### config.mk
export PLATFORM = sky130hd
export DESIGN_NAME = swse_ring
export DESIGN_NICKNAME = d
export VERILOG_FILES = /design/src/hdl/swse_pkg.sv /design/src/hdl/swse_ring.sv
export SDC_FILE = /design/constraint.sdc
export NUM_CORES = 1
export LEC_CHECK = 0
export BUFFER_PORTS_ARGS = -buffer_cell sky130_fd_sc_hd__buf_2
export CORE_MARGIN = 2
export CORE_UTILIZATION = 45
export DETAILED_ROUTE_END_ITERATION = 7
export GPL_ROUTABILITY_DRIVEN = 0
export GPL_TIMING_DRIVEN = 0
export MAX_ROUTING_LAYER = met4
export PLACE_DENSITY = 0.61
export SLEW_MARGIN = 20
export SYNTH_ARGS = -nofsm -noshare
export SYNTH_HDL_FRONTEND = slang
export SYNTH_SLANG_ARGS = --single-unit
### constraint.sdc
create_clock -name aclk -period 8.5 [get_ports aclk]
set_clock_uncertainty 0.05 [all_clocks]
set_input_delay 0.85 -clock aclk [delete_from_list [all_inputs] [get_ports aclk]]
set_output_delay 0.85 -clock aclk [all_outputs]
set_load 0.01 [all_outputs]
### src/hdl/swse_pkg.sv
package swse_pkg;

    localparam int MAX_WINDOW = 16;
    localparam int PTR_W      = $clog2(MAX_WINDOW);
    localparam int CNT_W      = $clog2(MAX_WINDOW + 1);
    localparam int GROW       = $clog2(MAX_WINDOW);

    localparam int TIME_W     = 32;
    localparam int VALUE_W    = 32;
    localparam int CFG_W      = 5;
    localparam int WLEN_RESET = 16;

    localparam int IN_W       = TIME_W + VALUE_W;
    localparam int OUT_W      = 48;
    localparam int USER_W     = 2;
    localparam int USER_VALID_BIT  = 0;
    localparam int USER_REUSED_BIT = 1;

    localparam int DS_W     = VALUE_W + 1;
    localparam int PROD_W   = 2 * DS_W;
    localparam int SDT_W    = TIME_W + GROW;
    localparam int SDS_W    = DS_W + GROW;
    localparam int SDTDS_W  = PROD_W - 1 + GROW;
    localparam int SDT2_W   = 2 * TIME_W + GROW;
    localparam int CHUNK_W  = (SDT_W + 1) / 2;
    localparam int PART_W   = SDS_W + CHUNK_W + 1;
    localparam int NUM_W    = 2 * TIME_W + 2 + 2 * GROW;
    localparam int DEN_W    = NUM_W;

    localparam int FRAC_W   = 16;
    localparam int Q_W      = OUT_W + 1;
    localparam int SHIFT_W  = Q_W - FRAC_W;
    localparam int QCNT_W   = $clog2(Q_W);

    typedef struct packed {
        logic [VALUE_W-1:0] value;
        logic [TIME_W-1:0]  stamp;
    } entry_t;

    typedef struct packed {
        logic             start;
        logic [NUM_W-1:0] mag;
        logic [DEN_W-1:0] den;
    } div_req_t;

    function automatic logic [PTR_W-1:0] ptr_inc(input logic [PTR_W-1:0] p);
        ptr_inc = (p == PTR_W'(MAX_WINDOW - 1)) ? '0 : p + PTR_W'(1);
    endfunction

    function automatic logic [PTR_W-1:0] ptr_dec(input logic [PTR_W-1:0] p);
        ptr_dec = (p == '0) ? PTR_W'(MAX_WINDOW - 1) : p - PTR_W'(1);
    endfunction

endpackage

### src/hdl/swse_ring.sv
module swse_ring (
    input  logic                          aclk,
    input  logic                          wr_en,
    input  logic [swse_pkg::PTR_W-1:0]    wr_addr,
    input  swse_pkg::entry_t              wr_data,
    input  logic [swse_pkg::PTR_W-1:0]    rd_addr,
    output swse_pkg::entry_t              rd_data
);
    import swse_pkg::*;

    entry_t mem [MAX_WINDOW];
    entry_t rd_data_reg;

    always_ff @(posedge aclk) begin
        if (wr_en) begin
            mem[wr_addr] <= wr_data;
        end
        rd_data_reg <= mem[rd_addr];
    end

    assign rd_data = rd_data_reg;

endmodule

* Yosys cells after proc, flatten, opt, wreduce, memory -nomap -nowiden
Memory sizes are Yosys's and may differ from the RTL's. A register that Yosys moved wholly into a read port is not among the register bits.
Cells that the tools add are included.
** Operators by class
- Mux-type cells :: 2
** Operators with widths (count)
- $mux W1 :: 2
** Word-level totals
- Bits in registers :: 0
- RAM bits :: 1024
- Input bits :: 74
- Output and inout bits :: 64
- Logic and storage cells :: 3
- Memories kept :: 1
** Memory list
- mem :: words 16, width 64, read ports 1, clocked after Yosys merged registers in 1, wr ports 1, RTL line swse_ring.sv:11 : entry_t mem [MAX_WINDOW];

* Logic depth before layout (Yosys ltp)
- Depth after elaboration :: 2
- Gate-level depth with buffers :: 6
- Depth with buffers taken out :: 3

* Least setup slack after synthesis
Ideal clock, no wire load.
- Path type :: input to register
- Start point :: input wr_addr[2] in the netlist's numbering
- End point :: memory mem[0][0] in the netlist's numbering, enable pin
- Library setup time :: 0.565 ns
- Arrival time :: 5.713 ns
- Required time :: 7.885 ns
- Setup slack :: 2.171 ns
- Stages on the path :: 2
- Path buffers :: 0
- Cell sequence :: or3b_2 > nor3_1
** RTL lines
- from (decl) :: RTL line swse_ring.sv:4 : input logic [swse_pkg::PTR_W-1:0] wr_addr,
- to (decl) :: RTL line swse_ring.sv:11
Straight into the memory's write port.

* Final worst setup path
- Start point :: input wr_addr[3] in the netlist's numbering
- End point :: memory mem[4][52] in the netlist's numbering, enable pin
Straight into the memory's write port.

==> key figures <==
Cells and area
  • Final-layout fill cell count: 6601
  • Finished Core Util: between 50% and 60%
  • Net count, final: a little over 2000
  • FF/Latch Area: 32000 µm²
  • Fin cells: 3244
  • Max reg flops: 1024
  • Share of post-route cells with drive strength above 1: approximately a third
  • Area growth, synth to finish: 18.5%
  • Area occupied by multi-input gates: about 7200 µm²

Synthesis
  • Largest area contributor in the netlist: edfxtp_1
  • Syn Std Cell Area: 39600 µm²
  • Most common flop cell mapped by yosys: edfxtp_1
  • Post-Syn Instances: around 1600
  • Cell variety after synth: 18
  • #FFs+latches synth: 1088
  • Ranking of synthesized cells by area: edfxtp_1, mux4_2, dfxtp_1
  • Average instance area after synthesis: 24.0 µm²
  • EDFF count, synth: 1024
  • Ys Warns: 0
  • Most common cell in the netlist: edfxtp_1
  • Total nets after synthesis: between 1500 and 2000
  • Post-synth ARST share: 0%
  • Area share of the largest cell type after synthesis: 77.7%
  • Top post-synthesis cells by count: edfxtp_1, mux4_2, a22oi_1
  • Sequential area share after synthesis: 80.9%

Timing
  • Fin. Hold Viols: 0
  • Rel. slew slack: 39.7%
  • Worst Tran Pin Value: 905 ps
  • Final min period: 2500 ps
  • Pins Over Slew Limit: 0
  • RSZ-0062 raised after global routing: no
  • Hold_ws: ~500 ps
  • Peak Freq: 399 MHz
  • Setup violators final: 0
  • Final Cycle Share: a little under 30%

Floorplanning
  • Core area: just under 90000 µm²
  • FP Rows: about 110
  • Area of the die: roughly 90000 µm²
  • Die Ht: approximately 300 µm
  • IO Count: 138
  • Initial Util: between 40 and 50%
  • Die width: around 300 µm

Worst setup path
  • Worst path required time: 8820 ps
  • Slowest Stage Delay on Critical Path: 640 ps
  • CP Capture Type: register
  • Crit-path cells: buf_2 > nand3b_1 > nor3_2 > buf_4 > buf_6 > buf_4 > buf_6
  • Setup CP Type: input port to register
  • CP max stage cell: nor3_2
  • Crit-path max FO: 7
  • Arrival @ worst endpoint: 2830 ps
  • CP startpoint kind: input port

Routing
  • Via Count: 18586
  • Post-route DRC: 0
  • Post-DRT Antenna Nets: 0
  • First-pass iteration count of the detailed router: 5
  • Top routing layer in use: met4
  • DR iter-0 viols: 1787
  • Met3 Routed Length: 6.38 mm
  • DR WL met2: between 40 and 50 mm
  • Routed vias/inst: 5.73
  • Routed length on met1: 37.5 mm
  • DRT Wirelength: 89.2 mm
  • DR WL/cell: 27.5 µm

Pwr
  • LEAKAGE: 15.2 nW
  • PwrDens: 246 nW/µm²
  • VDD IR-drop max: 0.169 mV

Clock network
  • CTS Hold Bufs: 0
  • Clk pin slew, worst setup/hold paths: 60 ps
  • CTS tree: built
  • H-tree depth: 3
  • Root buffer cell: clkbuf_16
  • CTS buffer count: 111
  • Clock Tree Buf Depth: 3
  • Clock sinks: around 1100
  • Clock latency on the worst-skew pair: about 680 ps
  • Post-CTS setup repair buffer count: 0
  • Post-CTS resize count: 0

GRT
  • Largest net degree at the start of global routing: 21
  • First-pass GRT wire length: 131 mm
  • Total Routing Usage GR: 20.7%
  • Initial antenna violation count: 13
  • Total grt overflow: 0
  • Vias in the first global route: between 15000 and 20000

Worst hold path
  • Hold/Removal Path Class: input port to register

Run status
  • Outcome: complete, no violations

Placed design
  • Hpwl dp: 56.4 mm
  • # port buffers: 135
  • Dpl cells: 3024

Job
  • Max-cap viol count: 0
worst max-delay path: cells and delay by family:
kind / cells / cell delay [ps]
and+or+nand+nor: 2 / 1010
buffers and inverters: 5 / 940
cell families after synthesis:
group           after synthesis  synth area share [%]
buf+inv                      84                  1.14
compound gates              128                  2.43
simple gates                 91                 0.942
mux                         256                  14.6
flops                      1088                  80.9
final timing paths:
path / start / to / slack (ps) / cells past startpoint
setup / recovery: wr_addr[3] / mem[4][52]$_DFFE_PP_ / 6000 / 7
setup reg to reg: mem[11][18]$_DFFE_PP_ / rd_data[18]$_DFF_P_ / 7060 / 3
hold reg to reg: mem[15][54]$_DFFE_PP_ / rd_data[54]$_DFF_P_ / 630 / 3
hold / removal: wr_data[11] / mem[13][11]$_DFFE_PP_ / 500 / 1
report_power, final:
part / leakage, nW / switching, W / internal, W
clock network: 1.84 / 0.00200 / 0.00293
registers: 9.79 / 0.0000322 / 0.00600
logic: 3.61 / 0.000336 / 0.000231
total: 15.2 / 0.00237 / 0.00916
cell type report:
type	instances	area share, %
multi-input combinational	475	15.4
buffer	84	0.963
antenna	11	0.0587
timing repair buffer	222	4.30
clock buffer	143	6.44
tap	1155	3.08
clock inverter	66	1.53
sequential	1088	68.3
cells in the final DEF (no fill, tap or decap):
master	synthesis	final
clkbuf_16	0	114
clkbuf_1	36	59
nand3b_1	2	2
clkinv_8	0	1
buf_6	13	20
nor2b_1	2	2
and2_1	1	1
buf_1	16	16
clkinv_2	0	32
a22oi_1	128	128
bufinv_16	0	14
clkinv_4	0	4
nor2_4	0	12
diode_2	0	11
nand2b_1	2	2
clkinv_1	0	8
inv_6	0	2
mux4_2	256	256
buf_2	13	148
nand3_1	1	1
or3b_2	1	1
nand2_1	65	65
clkbuf_8	0	6
buf_16	0	16
clkinvlp_4	0	5
edfxtp_1	1024	1024
buf_12	0	26
dfxtp_1	64	64
nor2_2	0	1
nor3_2	0	4
buf_4	6	42
buf_8	0	2
stage by stage:
| step | setup WS, ps | instance area, µm² | total power, W | setup TNS [ps] |
|---|---|---|---|---|
| finish | 6000 | 46900 | 0.0115 | 0 |
| global route | 5830 | 46900 | 0.0119 | 0 |
| CTS | 6010 | 46900 | 0.0116 | 0 |
| detailed placement | 5310 | 43200 | 0.00672 | 0 |
| global placement | -3560 | 41700 | 0.00669 | -834480 |
| floorplan | 2170 | 39600 | 0.00645 | 0 |
per-layer routing:
layer  vias up  global-route usage, %
li1       7789                      -
met2       670                   32.4
met1      9990                   28.6
met4         0                   5.08
met3       137                   3.60
met5         -                      -
(Power assumes the default switching activity.)
