<file path="src/hdl/swse_pkg.sv">
package swse_pkg;

    localparam int MAX_WINDOW = 16;
    localparam int PTR_W      = $clog2(MAX_WINDOW);
    localparam int CNT_W      = $clog2(MAX_WINDOW + 1);
    localparam int GROW       = $clog2(MAX_WINDOW);

    localparam int TIME_W     = 32;
    localparam int VALUE_W    = 32;
    localparam int CFG_W      = 5;
    localparam int WLEN_RESET = 16;

    localparam int IN_W       = TIME_W + VALUE_W;
    localparam int OUT_W      = 48;
    localparam int USER_W     = 2;
    localparam int USER_VALID_BIT  = 0;
    localparam int USER_REUSED_BIT = 1;

    localparam int DS_W     = VALUE_W + 1;
    localparam int PROD_W   = 2 * DS_W;
    localparam int SDT_W    = TIME_W + GROW;
    localparam int SDS_W    = DS_W + GROW;
    localparam int SDTDS_W  = PROD_W - 1 + GROW;
    localparam int SDT2_W   = 2 * TIME_W + GROW;
    localparam int CHUNK_W  = (SDT_W + 1) / 2;
    localparam int PART_W   = SDS_W + CHUNK_W + 1;
    localparam int NUM_W    = 2 * TIME_W + 2 + 2 * GROW;
    localparam int DEN_W    = NUM_W;

    localparam int FRAC_W   = 16;
    localparam int Q_W      = OUT_W + 1;
    localparam int SHIFT_W  = Q_W - FRAC_W;
    localparam int QCNT_W   = $clog2(Q_W);

    typedef struct packed {
        logic [VALUE_W-1:0] value;
        logic [TIME_W-1:0]  stamp;
    } entry_t;

    typedef struct packed {
        logic             start;
        logic [NUM_W-1:0] mag;
        logic [DEN_W-1:0] den;
    } div_req_t;

    function automatic logic [PTR_W-1:0] ptr_inc(input logic [PTR_W-1:0] p);
        ptr_inc = (p == PTR_W'(MAX_WINDOW - 1)) ? '0 : p + PTR_W'(1);
    endfunction

    function automatic logic [PTR_W-1:0] ptr_dec(input logic [PTR_W-1:0] p);
        ptr_dec = (p == '0) ? PTR_W'(MAX_WINDOW - 1) : p - PTR_W'(1);
    endfunction

endpackage

</file>
<file path="src/hdl/swse_div.sv">
module swse_div (
    input  logic                       aclk,
    input  logic                       aresetn,
    input  swse_pkg::div_req_t         req,
    output logic                       done,
    output logic [swse_pkg::Q_W-1:0]   quo
);
    import swse_pkg::*;

    logic              busy_reg, busy_next;
    logic              done_reg, done_next;
    logic [QCNT_W-1:0] cnt_reg, cnt_next;
    logic [DEN_W-1:0]  rem_reg, rem_next;
    logic [DEN_W-1:0]  den_reg, den_next;
    logic [Q_W-1:0]    sh_reg, sh_next;
    logic [Q_W-1:0]    q_reg, q_next;

    logic [DEN_W-1:0]  trial;
    logic              ge;

    assign trial = {rem_reg[DEN_W-2:0], sh_reg[Q_W-1]};
    assign ge    = (trial >= den_reg);

    always_comb begin
        busy_next = busy_reg;
        done_next = 1'b0;
        cnt_next  = cnt_reg;
        rem_next  = rem_reg;
        den_next  = den_reg;
        sh_next   = sh_reg;
        q_next    = q_reg;
        if (req.start) begin
            busy_next = 1'b1;
            cnt_next  = '0;
            rem_next  = DEN_W'(req.mag >> SHIFT_W);
            den_next  = req.den;
            sh_next   = {req.mag[SHIFT_W-1:0], FRAC_W'(0)};
            q_next    = '0;
        end else if (busy_reg) begin
            rem_next = ge ? trial - den_reg : trial;
            q_next   = {q_reg[Q_W-2:0], ge};
            sh_next  = {sh_reg[Q_W-2:0], 1'b0};
            cnt_next = cnt_reg + QCNT_W'(1);
            if (cnt_reg == QCNT_W'(Q_W - 1)) begin
                busy_next = 1'b0;
                done_next = 1'b1;
            end
        end
    end

    always_ff @(posedge aclk) begin
        if (!aresetn) begin
            busy_reg <= 1'b0;
            done_reg <= 1'b0;
            cnt_reg  <= '0;
        end else begin
            busy_reg <= busy_next;
            done_reg <= done_next;
            cnt_reg  <= cnt_next;
        end
    end

    always_ff @(posedge aclk) begin
        rem_reg <= rem_next;
        den_reg <= den_next;
        sh_reg  <= sh_next;
        q_reg   <= q_next;
    end

    assign done = done_reg;
    assign quo  = q_reg;

endmodule

</file>
<file path="config.mk">
export PLATFORM = sky130hd
export DESIGN_NAME = swse_div
export DESIGN_NICKNAME = d
export VERILOG_FILES = /design/src/hdl/swse_pkg.sv /design/src/hdl/swse_div.sv
export SDC_FILE = /design/constraint.sdc
export NUM_CORES = 1
export LEC_CHECK = 0
export ABC_AREA = 1
export ABC_CLOCK_PERIOD_IN_PS = 5180
export BUFFER_PORTS_ARGS = -buffer_cell sky130_fd_sc_hd__buf_4
export CORE_ASPECT_RATIO = 1.5
export CORE_MARGIN = 2
export CORE_UTILIZATION = 30
export CTS_CLUSTER_SIZE = 10
export DETAILED_ROUTE_END_ITERATION = 8
export PLACE_DENSITY = 0.47
export SLEW_MARGIN = 15
export SYNTH_ARGS = -nofsm -noshare
export SYNTH_HDL_FRONTEND = slang
export SYNTH_SLANG_ARGS = --single-unit
</file>
<file path="constraint.sdc">
create_clock -name aclk -period 5.18 [get_ports aclk]
set_clock_uncertainty 0.15 [all_clocks]
set_input_delay 1.036 -clock aclk [delete_from_list [all_inputs] [get_ports aclk]]
set_output_delay 1.036 -clock aclk [all_outputs]
set_load 0.02 [all_outputs]
</file>
# After elaboration in Yosys (flattened, before gate mapping)
# Cells that the tools add are included.
classes:
  addsub: 2
  magnitude_cmp: 1
  n_eq_ne: 1
  muxes: 9
  bitwise_logic: 2
  n_reduce_logical: 3
op_table:
  columns: ["cell", "count"]
  rows:
  - ["$mux W49", 2]
  - ["$mux W41", 2]
  - ["$ge A74 B74 Y1", 1]
  - ["$mux W73", 1]
  - ["$sub A73 B73 Y73", 1]
  - ["$add A6 B1 Y6 const B", 1]
  - ["$eq A6 B6 Y1 const B", 1]
  - ["$mux W1", 4]
  - ["$reduce_or A3 Y1", 1]
  - ["$not A1 Y1", 2]
  - ["$reduce_bool A2 Y1", 1]
  - ["$reduce_or A2 Y1", 1]
word_totals:
  register_bits: 237
  input_bits: 151
  output_inout_bits: 50
  wordCells: 26

# Longest topological paths before layout
# Gate-level depths: netlist of the first run.
logic_depth:
  word_depth: 4
  ltp_mapped: 20
  mapped_depth_nobuf: 20

# Worst setup path after synthesis of the first run
# No wires, ideal clock.
synth_path:
  path_kind: "input-to-reg"
  start: "input req[148] (netlist bit)"
  end: "register rem_reg[0] (enable)"
  setup_ns: 0.468
  t_arrival_ns: 3.739
  t_required_ns: 4.562
  path_slack_ns: 0.823
  cell_stages: 4
  path_buffers: 2
  cell_sequence: "clkbuf_1 nor2_1 inv_1 clkbuf_1"
synth_via:
  elab_chain_cells: 1
synth_rtl:
  columns: ["element", "line", "text"]
  rows:
  - ["start: declaration", "swse_div.sv:4", "input swse_pkg::div_req_t req,"]
  - ["$reduce_bool A2 Y1 (no line)", null, null]
  - ["end signal: assignment", "swse_div.sv:64", "rem_reg <= rem_next;"]
  - ["end: declaration", "swse_div.sv:13", "logic [DEN_W-1:0] rem_reg, rem_next;"]
# No other way between the ends.
# A chain may end at the register's enable or synchronous reset.

# Final worst setup path of the first run
layout_path:
  start: "register rem_reg[24]"
  end: "register rem_reg[39] (data pin)"
layout_via:
  elab_chain_cells: 4
  elab_cells_between_ends: 5
  cone_classes: "1 x add/sub; 1 x order compare; 3 x mux"
layout_rtl:
  columns: ["element", "line", "text"]
  rows:
  - ["$sub A73 B73 Y73 or $ge A74 B74 Y1 (tied branches)", "swse_div.sv:40, swse_div.sv:22", null]
  - ["$mux W73 (*)", "swse_div.sv:40", "rem_next = ge ? trial - den_reg : trial;"]
  - ["$mux W41 (*)", "swse_div.sv:39", "end else if (busy_reg) begin"]
  - ["$mux W41 (*)", "swse_div.sv:32", "if (req.start) begin"]
  - ["net rem_next[39]", "swse_div.sv:13", null]
# Mark *: on every way through the listed nets, which the timed path passes. The rest lies on a longest branch. The select of a mux whose other input is x is not followed.

==> metrics.log, run 1 <==
[metrics] Total GRT Usage: approximately a fifth
[metrics] Fin. Hold Viols: 0
[metrics] Sink Count: approximately 240
[metrics] maximum vdd drop: between 200 and 250 uV
[metrics] hold buffers post-CTS: 0
[metrics] number of detailed-route iterations in the first pass: 5
[metrics] CP max stage cell: nand2_2
[metrics] Worst-Margin Slew: 869 ps
[metrics] average instance area after synthesis: 6.95 um^2
[metrics] Synth Area in XOR/XNOR: ~2.3%
[metrics] final weighted congestion in routability-driven placement: between 0.9 and 1
[metrics] relative contribution of sequential cells to total power: slightly above 40%
[metrics] final-stage net count: ~2600
[metrics] vertical extent of the die: ~280 um
[metrics] worst setup slack before clock tree synthesis: 1320 ps
[metrics] number of rows created at floorplan: 102
[metrics] post-route design area: ~0.019 mm^2
[metrics] Detailed Route WL: around 56000 um
[metrics] CTS Buf Count: 28
[metrics] number of vias after detailed routing: about 14000
[metrics] number of max-slew violations in the final report: 0
[metrics] net switching power of the design: ~1.7 mW
[metrics] post-route worst setup slack: roughly 1400 ps
[metrics] Synth Register Bits: 237
[metrics] post-layout total power: between 5 and 6 mW
[metrics] total DRC errors in the routed layout: 0
[metrics] share of the synthesized area in the top cell type: between 20 and 30%
[metrics] max incr delay on CP: about 450 ps
[metrics] global-route wire length before repair: about 84000 um
[metrics] placed wire-length estimate after detailed placement: 45100 um
[metrics] leakage component of the power: between 8 and 9 nW
[metrics] result of the run: finished clean
[metrics] total grt overflow: 0
[metrics] Synth area leaders: edfxtp_1 29%, nand2_1 18%, dfxtp_1 12%, inv_1 9.1%, ha_1 6.1%
[metrics] CP Launch Type: flop
[metrics] sequential cell area in the final layout: about 0.0062 mm^2
[metrics] number of gates resized after CTS: 0
[metrics] RSZ-0062 raised after global routing: false
[metrics] detailed-route wire length per cell: 17.9 um
[metrics] number of maximum-capacitance constraint violations: 0
[metrics] share of cell area taken by muxes after synthesis: 0%
[metrics] Initial Utilization: between 30 and 40%
[metrics] clock latency at the later pin of the worst-skew pair: ~590 ps
[metrics] post-CTS setup-driven buffer insertion count: 0
[metrics] peak clock frequency supported by timing: around 0.26 GHz
[metrics] Sw Ratio: between 30% and 40%
[metrics] internal power summed over all cells: around 3.6 mW
[metrics] arrival time at the worst endpoint: roughly 4000 ps
[metrics] width of the chip: between 150 and 200 um
[metrics] synthesized instance count: between 2000 and 2500
[metrics] area of combinational cells with multiple inputs: ~0.0076 mm^2
[metrics] Vias per Instance: 4.62
[metrics] simple-gate share of the synthesized area: around 30%
[metrics] area enclosed by the die boundary: approximately 0.054 mm^2
[metrics] Filler cells: 5712
[metrics] number of warnings printed during yosys synthesis: 0
[metrics] power per cell area: 284 mW/mm^2
[metrics] initial antenna violation count: 0
[metrics] synthesized net count: 2457
[metrics] Synth cell types: 41
[metrics] cell area after technology mapping: 0.0155 mm^2
[metrics] Tightest Hold Check Type: flop to flop
[metrics] fraction of final layout cells with drive strength greater than 1: around 11%
[metrics] dominant combinational cell family by area after synthesis: simple AND/OR/NAND/NOR gates
[metrics] adder-cell share of the synthesized area: about 6.3%
[metrics] max reg flops: between 70 and 80
[metrics] H-tree Lvls: 1
[metrics] largest net degree at the start of global routing: 80
[metrics] final period demand of the worst path: roughly 3800 ps
[metrics] area fraction in compound gates after synthesis: between 10% and 20%
[metrics] CP Capture Type: flop
[metrics] proportion of synthesized chip area in sequential cells: 40.2%
[metrics] Max clock buf depth: 3
[metrics] cells along the critical path: ha_1 > a21oi_1 > o21ai_0 > a21oi_2 > nand3_2 > nand2_1 > nand2_2 > nand2_2 > nand2_4 > buf_12 > or2_1 > nand3_1 > nand2_1
[metrics] setup total negative slack: 0 ps
[metrics] Core Region: between 0.05 and 0.06 mm^2
[metrics] DRT iter0 DRCs: 726
[metrics] clock tree root buffer cell: clkbuf_16
[metrics] # diodes: 0
[metrics] Buffers on Ports: 200
[metrics] Required @ worst endpoint: about 5400 ps
[metrics] fraction of power consumed by the clock network: around a third
[metrics] layout-stage area growth over the synthesis result: 19.5%
[metrics] I/O Pins: approximately 200
[metrics] clock-pin slew on the worst setup and hold paths: roughly 60 ps
[metrics] Post-DP Area: 0.0177 mm^2
[metrics] crit path max fanout: 73
[metrics] CTS tree: done
[metrics] Combinational Power Share: about 23%
[metrics] biggest area consumer among synthesized cells: edfxtp_1
[metrics] number of global-route vias before repair: between 10000 and 15000
[metrics] category of the critical setup timing path: flop to flop
[metrics] remaining antenna violation count after routing: 0
[metrics] max-slew headroom at the worst pin: between 40% and 50%
[metrics] final clock period utilization by the worst path: 73.7%
[metrics] # setup viols final: 0
synth_stat cells, drive strengths merged:
| master | instances |
|---|---|
| a21o | 2 |
| a21boi | 2 |
| o22ai | 46 |
| a211oi | 1 |
| xor2 | 4 |
| inv | 381 |
| nand4 | 33 |
| o211ai | 5 |
| ha | 76 |
| nand2 | 763 |
| nor4 | 4 |
| nor3b | 1 |
| nor2 | 233 |
| buf | 24 |
| nor3 | 15 |
| xnor2 | 36 |
| o21ai | 125 |
| and2 | 4 |
| nand3 | 74 |
| edfxtp | 148 |
| or2 | 5 |
| dfxtp | 89 |
| nand3b | 14 |
| clkbuf | 29 |
| a31oi | 2 |
| a21oi | 93 |
| o21bai | 19 |
| fa | 1 |
per-stage QoR:
stage,hold WS (ps),util [%],instances
3_5_place_dp,316,34.5,3065
6_report,331,36.1,3114
3_3_place_gp,303,34.5,3065
5_1_grt,350,36.1,3114
2_1_floorplan,295,-,2229
4_1_cts,332,36.1,3114
power groups by stage:
stage | combinational, mW | sequential [mW] | clock [mW]
2_1_floorplan | 0.767 | 2.21 | 0
3_3_place_gp | 1.23 | 2.22 | 0
3_5_place_dp | 1.23 | 2.22 | 0
4_1_cts | 1.24 | 2.18 | 1.94
5_1_grt | 1.35 | 2.19 | 2.00
6_report | 1.22 | 2.18 | 1.86
critical path: cells and delay by family, from the launching register on:
| kind | cells | cell delay [ps] |
|---|---|---|
| AND/OR/NAND/NOR | 8 | 1550 |
| adder cells (fa/ha/maj) | 1 | 360 |
| AO/OA/AOI/OAI | 3 | 740 |
| buffers and inverters | 1 | 320 |
| flip-flops | 1 | 400 |
layout by cell type (no fill, tap or decap), types with 2 or more instances in the layout:
cell         n
nand2_1    758
inv_1      376
nor2_1     229
buf_4      211
edfxtp_1   148
a21oi_1     92
dfxtp_1     89
ha_1        76
o21ai_1     75
nand3_1     73
o21ai_0     50
o22ai_1     46
xnor2_1     36
nand4_1     33
clkbuf_16   29
o21bai_1    19
clkbuf_1    17
nor3_1      15
nand3b_1    14
or2_1        5
o211ai_1     5
inv_2        4
nand2_2      4
and2_1       4
nor4_1       4
xor2_1       4
nor2_2       3
a21o_1       2
a31oi_1      2
a21boi_0     2
area by class of cell:
| type | count | share of cell area, % |
|---|---|---|
| Clock buffer | 47 | 4.34 |
| Clock inverter | 2 | 0.189 |
| Inverter | 381 | 7.74 |
| Multi-Input combinational cell | 1558 | 40.8 |
| Sequential cell | 237 | 33.6 |
| Tap cell | 676 | 4.57 |
| Timing Repair Buffer | 213 | 8.72 |
kinds of logic (layout without fill, tap and decap cells):
group | Yosys count | in the layout
AND/OR/NAND/NOR | 1146 | 1146
buffers and inverters | 434 | 643
AO/OA/AOI/OAI | 295 | 295
flip-flops | 237 | 237
adder cells (fa/ha/maj) | 77 | 77
XOR/XNOR | 40 | 40
layer usage:
| layer | share of wire, % | vias to the layer above | track usage [%] | wire [um] |
|---|---|---|---|---|
| met5 | 0 | - | 0 | 0 |
| li1 | - | 7445 | - | - |
| met2 | 54 | 284 | 40.9 | 30000 |
| met3 | 3.7 | 96 | 2.46 | 2060 |
| met4 | 4.9 | 0 | 9.64 | 2720 |
| met1 | 37 | 6576 | 21.4 | 20800 |
worst paths after layout:
kind / startpoint / slack [ps] / endpoint / depth (start not counted)
setup / recovery: rem_reg[24] / 1360 / rem_reg[39] / 13
hold / removal: rem_reg[63] / 330 / rem_reg[63] / 2
setup reg to reg: rem_reg[24] / 1360 / rem_reg[39] / 13
hold reg to reg: rem_reg[63] / 330 / rem_reg[63] / 2
Power figures use the tool's default switching activity.
==> inputs of run 2 (changes only) <==
Settings changed: ABC_AREA 1 to 0, ABC_CLOCK_PERIOD_IN_PS 5180 to 3200, PLACE_DENSITY 0.47 to 0.49.
Clock period 5.18 ns to 3.2 ns, I/O delays scaled along.
==> run 2 against run 1 <==
The flow now finishes with violations (negative setup slack). Final area rose by 6.2%. Highest routed layer unchanged. Area after synthesis fell by 10%. Power grew 88%.
==> metrics.log, run 2 <==
[metrics] placed wire-length estimate after detailed placement: 33100 um (-27%)
[metrics] Detailed Route WL: 44600 um (-20%)
[metrics] Synth area leaders: edfxtp_1 32%, dfxtp_1 13%, ha_1 6.8%, nand2_1 4.6%, nor2_1 4.2%
[metrics] arrival time at the worst endpoint: 3970 ps (-40 ps)
[metrics] total DRC errors in the routed layout: 0 (unchanged)
[metrics] DRT iter0 DRCs: 616 (-15%)
[metrics] proportion of synthesized chip area in sequential cells: 44.7% (+4.5 points)
[metrics] relative contribution of sequential cells to total power: 36.7% (-4.8 points)
[metrics] Worst-Margin Slew: 746 ps (-123 ps)
[metrics] Total GRT Usage: 17.9% (-2.8 points)
[metrics] H-tree Lvls: 1 (unchanged)
[metrics] internal power summed over all cells: 6.86 mW (+91%)
[metrics] utilization after layout: 43.0% (+6.9 points)
[metrics] share of the synthesized area in the top cell type: 31.9% (+3.2 points)
[metrics] most used cell, CP: o211ai_2
[metrics] crit path max fanout: 6 (-92%)
[metrics] leakage component of the power: 8.57 nW (-3.1%)
[metrics] hold slack final: 75.3 ps (-256 ps)
[metrics] synthesized instance count: 1487 (-33%)
[metrics] clock tree root buffer cell: clkbuf_16
[metrics] detailed-route wire length per cell: 17.7 um (-0.95%)
[metrics] number of global-route vias before repair: 13100 (-12%)
[metrics] post-route design area: 0.0197 mm^2 (+6.2%)
[metrics] Initial Utilization: 30.4% (+0.22 points)
[metrics] number of warnings printed during yosys synthesis: 0 (unchanged)
[metrics] category of the critical setup timing path: flop to flop
[metrics] CTS Buf Count: 29 (+3.6%)
[metrics] CP max stage cell: or4_4
[metrics] CP Capture Type: flop
[metrics] peak clock frequency supported by timing: 0.276 GHz (+5.2%)
[metrics] final clock period utilization by the worst path: 113% (+40 points)
[metrics] Vias per Instance: 5.04 (+8.9%)
[metrics] clock latency at the later pin of the worst-skew pair: 580 ps (about the same)
[metrics] maximum vdd drop: 409 uV (+75%)
[metrics] average instance area after synthesis: 9.36 um^2 (+35%)
[metrics] max-slew headroom at the worst pin: 50.2% (+8.1 points)
[metrics] number of enable-type register cells in the synthesized netlist: 148 (unchanged)
[metrics] max reg flops: 74 (unchanged)
[metrics] number of detailed-route iterations in the first pass: 5 (unchanged)
[metrics] Post-DP Area: 0.0178 mm^2 (+0.85%)
[metrics] net switching power of the design: 3.01 mW (+81%)
[metrics] # setup viols final: 74 (+74)
[metrics] fraction of final layout cells with drive strength greater than 1: 33.5% (+23 points)
[metrics] area enclosed by the die boundary: 0.0482 mm^2 (-10%)
[metrics] number of maximum-capacitance constraint violations: 0 (unchanged)
[metrics] total placed cells including tap cells: 2445 (-20%)
[metrics] final period demand of the worst path: 3630 ps (-189 ps)
[metrics] Sw Ratio: 30.5% (-1.1 points)
[metrics] Sink Count: 237 (unchanged)
[metrics] Required @ worst endpoint: 3540 ps (-1830 ps)
[metrics] layout-stage area growth over the synthesis result: 41.2%
[metrics] Tightest Hold Check Type: input port to flop
[metrics] Buffers on Ports: 200 (unchanged)
[metrics] synthesized net count: 1715 (-30%)
[metrics] Combinational Power Share: 30.4% (+7.2 points)
[metrics] ranking of synthesized cells by instance count: 171 x nand2_1, 156 x nor2_1, 148 x edfxtp_1, 107 x a21oi_1, 103 x inv_1
[metrics] Synth cell types: 67 (+63%)
[metrics] non-filler cells in the finished layout: 2518 (-19%)
[metrics] final weighted congestion in routability-driven placement: 0.891 (-5.5%)
[metrics] Core Region: 0.0458 mm^2 (-11%)
[metrics] most numerous cell in the Yosys netlist: nand2_1
[metrics] worst setup slack before clock tree synthesis: -509 ps (-1830 ps)
[metrics] RSZ-0062 raised after global routing: true
[metrics] remaining antenna violation count after routing: 0 (unchanged)
[metrics] CTS tree: done
[metrics] power per cell area: 502 mW/mm^2 (+77%)
[metrics] number of max-slew violations in the final report: 0 (unchanged)
[metrics] setup total negative slack: -25360 ps (-25360 ps)
[metrics] total grt overflow: 0 (unchanged)
[metrics] cell area after technology mapping: 0.0139 mm^2 (-10%)
[metrics] I/O Pins: 201 (unchanged)
[metrics] commonest non-fill, non-tap cell in the layout: buf_4
[metrics] leading cell types in the layout, fill and taps excluded: 443 x buf_4, 154 x nor2_1, 148 x edfxtp_1, 147 x nand2_1, 101 x inv_1
[metrics] result of the run: finished with violations
[metrics] final-stage net count: 2136 (-19%)
[metrics] Post-synth top flop: edfxtp_1
[metrics] largest net degree at the start of global routing: 107 (+34%)
[metrics] failing checks: negative setup slack
[metrics] cells along the critical path: ha_4 > nand4_1 > or4_4 > o21a_1 > o21ai_2 > o211ai_2 > a21boi_2 > o211ai_2 > buf_4 > o41a_4 > a311o_1 > a311oi_1
[metrics] post-layout total power: 9.87 mW (+88%)
[metrics] hold buffers post-CTS: 0 (unchanged)
[metrics] initial antenna violation count: 0 (unchanged)
[metrics] # diodes: 0 (unchanged)
[metrics] global-route wire length before repair: 69500 um (-18%)
[metrics] Synth Register Bits: 237 (unchanged)
[metrics] width of the chip: 180 um (-5.1%)
[metrics] max incr delay on CP: 530 ps (+80 ps)
[metrics] number of vias after detailed routing: 12700 (-12%)
[metrics] CP Launch Type: flop
[metrics] biggest area consumer among synthesized cells: edfxtp_1
[metrics] post-route worst setup slack: -430 ps (-1790 ps)
[metrics] vertical extent of the die: 268 um (-5.1%)
[metrics] number of rows created at floorplan: 96 (-5.9%)
[metrics] Fin. Hold Viols: 0 (unchanged)
[metrics] fraction of power consumed by the clock network: 32.8% (-2.5 points)
[metrics] Max clock buf depth: 3 (unchanged)
[metrics] clock-pin slew on the worst setup and hold paths: 60 ps (about the same)
[metrics] proportion of synthesized flip-flops having asynchronous set or reset: 0% (unchanged)
run 2: changes by cell type after synthesis, moves of 36 or more:
| cell | delta |
|---|---|
| inv_1 | -274 |
| o21ai_1 | -74 |
| mux2i_1 | +57 |
| nand3_1 | -48 |
| a21o_1 | +36 |
| nand2_1 | -587 |
| nor2_1 | -73 |
| a31oi_1 | +43 |
| o22ai_1 | -41 |
run 2: logic make-up (layout without fill, tap and decap cells):
family / count (synthesis) / in the layout / share of synthesized area, %
AOI/OAI and AO/OA: 367 / 368 / 17.2
buffers and inverters: 186 / 628 / 5.24
adders and majority gates: 77 / 77 / 6.98
xor gates and xnor gates: 65 / 65 / 4.09
and+or+nand+nor: 464 / 464 / 14.9
muxes: 91 / 91 / 6.85
DFF: 237 / 237 / 44.7
run 2: power groups by stage:
stage	combinational, mW	clock [mW]	sequential [mW]
finish	3.00	3.24	3.63
detailed placement	2.78	0	3.67
CTS	2.93	3.36	3.62
global route	3.28	3.47	3.65
floorplan	1.56	0	3.63
global placement	2.77	0	3.67
run 2: routing by layer:
metal	share of wire (%)	track usage (%)	up-vias
met4	3.0	5.69	0
met3	4.5	2.99	76
met2	54	35.0	285
met1	39	19.4	6096
met5	0	0	-
li1	-	-	6226
run 2: worst paths after layout:
check / from / end / slack [ps] / depth (start not counted)
worst min-delay path: req[12] / den_reg[12] / 80 / 1
worst max register to register: rem_reg[19] / rem_reg[44] / -430 / 12
worst max-delay path: rem_reg[19] / rem_reg[44] / -430 / 12
worst min register to register: quo[48] / quo[48] / 350 / 2
run 2: cell type report:
cell class,count,area (um^2)
Clock buffer,50,857
Clock inverter,3,58.8
Fill cell,4529,26100
Inverter,103,387
Multi-Input combinational cell,1065,7570
Sequential cell,237,6230
Tap cell,588,736
Timing Repair Buffer,472,3820
run 2: critical path, delay by kind of cell, from the launching register on:
family          cells  cell delay [ps]
flops               1              460
fa+ha+maj           1              320
compound gates      8             1800
buf+inv             1              160
simple gates        2              630
run 2: repair_timing:
item                                    CTS  global route
hold endpoints to repair                  0             0
gates cloned                              5             0
resized for setup                        94            58
endpoints found under the setup margin   74            74
pin swaps                                29            33
buffers inserted                         11             8
==> inputs of run 3 (changes only) <==
Settings changed: CELL_PAD_IN_SITES_DETAIL_PLACEMENT from default to 0, CELL_PAD_IN_SITES_GLOBAL_PLACEMENT from default to 1, PLACE_DENSITY 0.49 to 0.6.
==> run 3 against run 2 <==
The run still ends with negative setup slack left. Clock power down 2%. Sequential share of layout area decreased by 0.58 points. Wire length grew 2.6%. Count of clock-buffer cells in the layout down 1. Critical path depth increased by 4. Fmax grew 1.6%. First-iteration DRC count fell by 3.2%. Setup slack gained 59 ps. Largest power group unchanged.
==> metrics.log, run 3 (synthesized netlist as in run 2, its figures left out) <==
[metrics] initial antenna violation count: 0 (unchanged)
[metrics] power per cell area: 499 mW/mm^2 (-0.62%)
[metrics] Max clock buf depth: 3 (unchanged)
[metrics] clock tree root buffer cell: clkbuf_16
[metrics] maximum vdd drop: 419 uV (+2.3%)
[metrics] result of the run: finished with violations
[metrics] leading cell types in the layout, fill and taps excluded: 464 x buf_4, 154 x nor2_1, 148 x edfxtp_1, 125 x nand2_1
[metrics] Required @ worst endpoint: 3520 ps (-20 ps)
[metrics] total DRC errors in the routed layout: 0 (unchanged)
[metrics] fraction of final layout cells with drive strength greater than 1: 35.9% (+2.5 points)
[metrics] R2R cell count: 16 (+4)
[metrics] RSZ-0062 raised after global routing: true
[metrics] number of vias after detailed routing: 12700 (-0.039%)
[metrics] detailed-route wire length per cell: 18.0 um (+1.6%)
[metrics] final period demand of the worst path: 3570 ps (-58.8 ps)
[metrics] max incr delay on CP: 540 ps (about the same)
[metrics] # setup viols final: 74 (unchanged)
[metrics] H-tree Lvls: 1 (unchanged)
[metrics] startpoint of the most critical hold path: req[47]
[metrics] Tightest Hold Check Type: input port to flop
[metrics] clock-pin slew on the worst setup and hold paths: 60 ps (about the same)
[metrics] hold slack final: 79.6 ps (+4.31 ps)
[metrics] final clock period utilization by the worst path: 112% (-1.8 points)
[metrics] Core Region: 0.0458 mm^2 (unchanged)
[metrics] CTS Buf Count: 29 (unchanged)
[metrics] commonest non-fill, non-tap cell in the layout: buf_4
[metrics] Total GRT Usage: 18.4% (+0.51 points)
[metrics] worst reg2reg path startpoint: rem_reg[9]
[metrics] Sink Count: 237 (unchanged)
[metrics] layout-stage area growth over the synthesis result: 43.9%
[metrics] number of rows created at floorplan: 96 (unchanged)
[metrics] CP Capture Type: flop
[metrics] Vias per Instance: 4.99 (-0.98%)
[metrics] CTS tree: done
[metrics] max-slew headroom at the worst pin: 43.6% (-6.6 points)
[metrics] setup total negative slack: -22050 ps (+3310 ps)
[metrics] DRT iter0 DRCs: 596 (-3.2%)
[metrics] area enclosed by the die boundary: 0.0482 mm^2 (unchanged)
[metrics] vertical extent of the die: 268 um (unchanged)
[metrics] max reg flops: 74 (unchanged)
[metrics] Buffers on Ports: 200 (unchanged)
[metrics] terminating pin of the worst hold path: den_reg[47]
[metrics] number of maximum-capacitance constraint violations: 0 (unchanged)
[metrics] hold buffers post-CTS: 0 (unchanged)
[metrics] CP max stage cell: or4_4
[metrics] final-stage net count: 2160 (+1.1%)
[metrics] worst setup slack before clock tree synthesis: -533 ps (-23.4 ps)
[metrics] CP Launch Type: flop
[metrics] global-route wire length before repair: 70900 um (+1.9%)
[metrics] number of max-slew violations in the final report: 0 (unchanged)
[metrics] placed wire-length estimate after detailed placement: 34400 um (+3.9%)
[metrics] category of the critical setup timing path: flop to flop
[metrics] arrival time at the worst endpoint: 3890 ps (-80 ps)
[metrics] clock latency at the later pin of the worst-skew pair: 590 ps (about the same)
[metrics] Initial Utilization: 30.4% (unchanged)
[metrics] failing checks: negative setup slack
[metrics] cells along the critical path: ha_4 > buf_6 > nand4_1 > or4_4 > o21a_1 > o21ai_2 > o211ai_2 > a21boi_2 > o211ai_2 > buf_6 > o41ai_4 > buf_6 > buf_12 > buf_6 > nand2_1 > a311oi_1
[metrics] leakage component of the power: 8.78 nW (+2.4%)
[metrics] I/O Pins: 201 (unchanged)
[metrics] Fin. Hold Viols: 0 (unchanged)
[metrics] r2r setup slk: -370 ps (+60 ps)
[metrics] most used cell, CP: buf_6
[metrics] width of the chip: 180 um (unchanged)
[metrics] crit path max fanout: 8 (+2)
[metrics] FF-to-FF End: rem_reg[64]
[metrics] Hold Crit Depth: 1 (unchanged)
[metrics] Worst-Margin Slew: 846 ps (+100 ps)
[metrics] post-route worst setup slack: -371 ps (+58.8 ps)
[metrics] # diodes: 0 (unchanged)
[metrics] largest net degree at the start of global routing: 104 (-2.8%)
[metrics] number of global-route vias before repair: 13300 (+1.4%)
[metrics] final weighted congestion in routability-driven placement: 0.882 (-0.99%)
[metrics] total grt overflow: 0 (unchanged)
[metrics] Detailed Route WL: 45700 um (+2.6%)
[metrics] peak clock frequency supported by timing: 0.280 GHz (+1.6%)
[metrics] remaining antenna violation count after routing: 0 (unchanged)
[metrics] number of detailed-route iterations in the first pass: 5 (unchanged)
-- run 3: cell types whose count changed in the layout (fill, tap and decap cells not counted), sizes merged --
cell	change
bufinv	-1
o41a	-1
clkinv	+2
buf	+24
-- run 3: where the power goes --
part | switching [mW] | leakage [nW] | internal [mW]
combinational | 1.65 | 6.16 | 1.55
sequential | 0.115 | 2.18 | 3.50
clock | 1.36 | 0.438 | 1.83
-- run 3: final cells by class --
| cell class | instances | area, um^2 |
|---|---|---|
| repair buffers | 497 | 4020 |
| inverters | 103 | 387 |
| well taps | 588 | 736 |
| multi-input cells | 1064 | 7760 |
| clock buffers | 49 | 862 |
| flip-flops and latches | 237 | 6230 |
| clock inverters | 4 | 35.0 |
| fillers | 4484 | 25700 |
-- run 3: worst max path at each step --
| stage | cells past startpoint | from | endpoint |
|---|---|---|---|
| finish | 16 | rem_reg[9] | rem_reg[64] |
| global route | 16 | rem_reg[9] | rem_reg[64] |
| CTS | 15 | rem_reg[11] | rem_reg[2] |
| detailed placement | 12 | rem_reg[9] | rem_reg[51] |
| global placement | 12 | rem_reg[9] | rem_reg[51] |
| floorplan | 14 | rem_reg[13] | rem_reg[1] |
-- run 3: stage by stage --
step	utilization [%]	std cells	total power, mW	area, um^2
global placement	39.5	2475	6.53	18100
CTS	43.0	2541	9.99	19700
floorplan	-	1487	5.19	14000
finish	43.8	2542	9.99	20000
global route	43.8	2542	10.5	20000
detailed placement	39.5	2475	6.54	18100
-- run 3: what timing repair did --
| action | CTS | global route |
|---|---|---|
| resized for setup | 123 | 69 |
| pin swaps | 42 | 39 |
| setup buffers | 10 | 1 |
| cloned | 3 | 1 |
| endpoints found under the setup margin | 74 | 74 |
-- run 3: layer usage --
layer / part of all wire [%] / global-route usage, % / routed length (um)
met3: 4.3 / 3.09 / 1950
met5: 0 / 0 / 0
met2: 54 / 36.2 / 24800
met4: 3.2 / 6.44 / 1460
met1: 38 / 19.5 / 17600
-- run 3: worst max-delay path, delay by kind of cell (launching register included) --
| family | cells | cell delay, ps |
|---|---|---|
| AOI/OAI and AO/OA | 7 | 1180 |
| adders and majority gates | 1 | 310 |
| buffers and inverters | 5 | 690 |
| DFF | 1 | 430 |
| and+or+nand+nor | 3 | 690 |
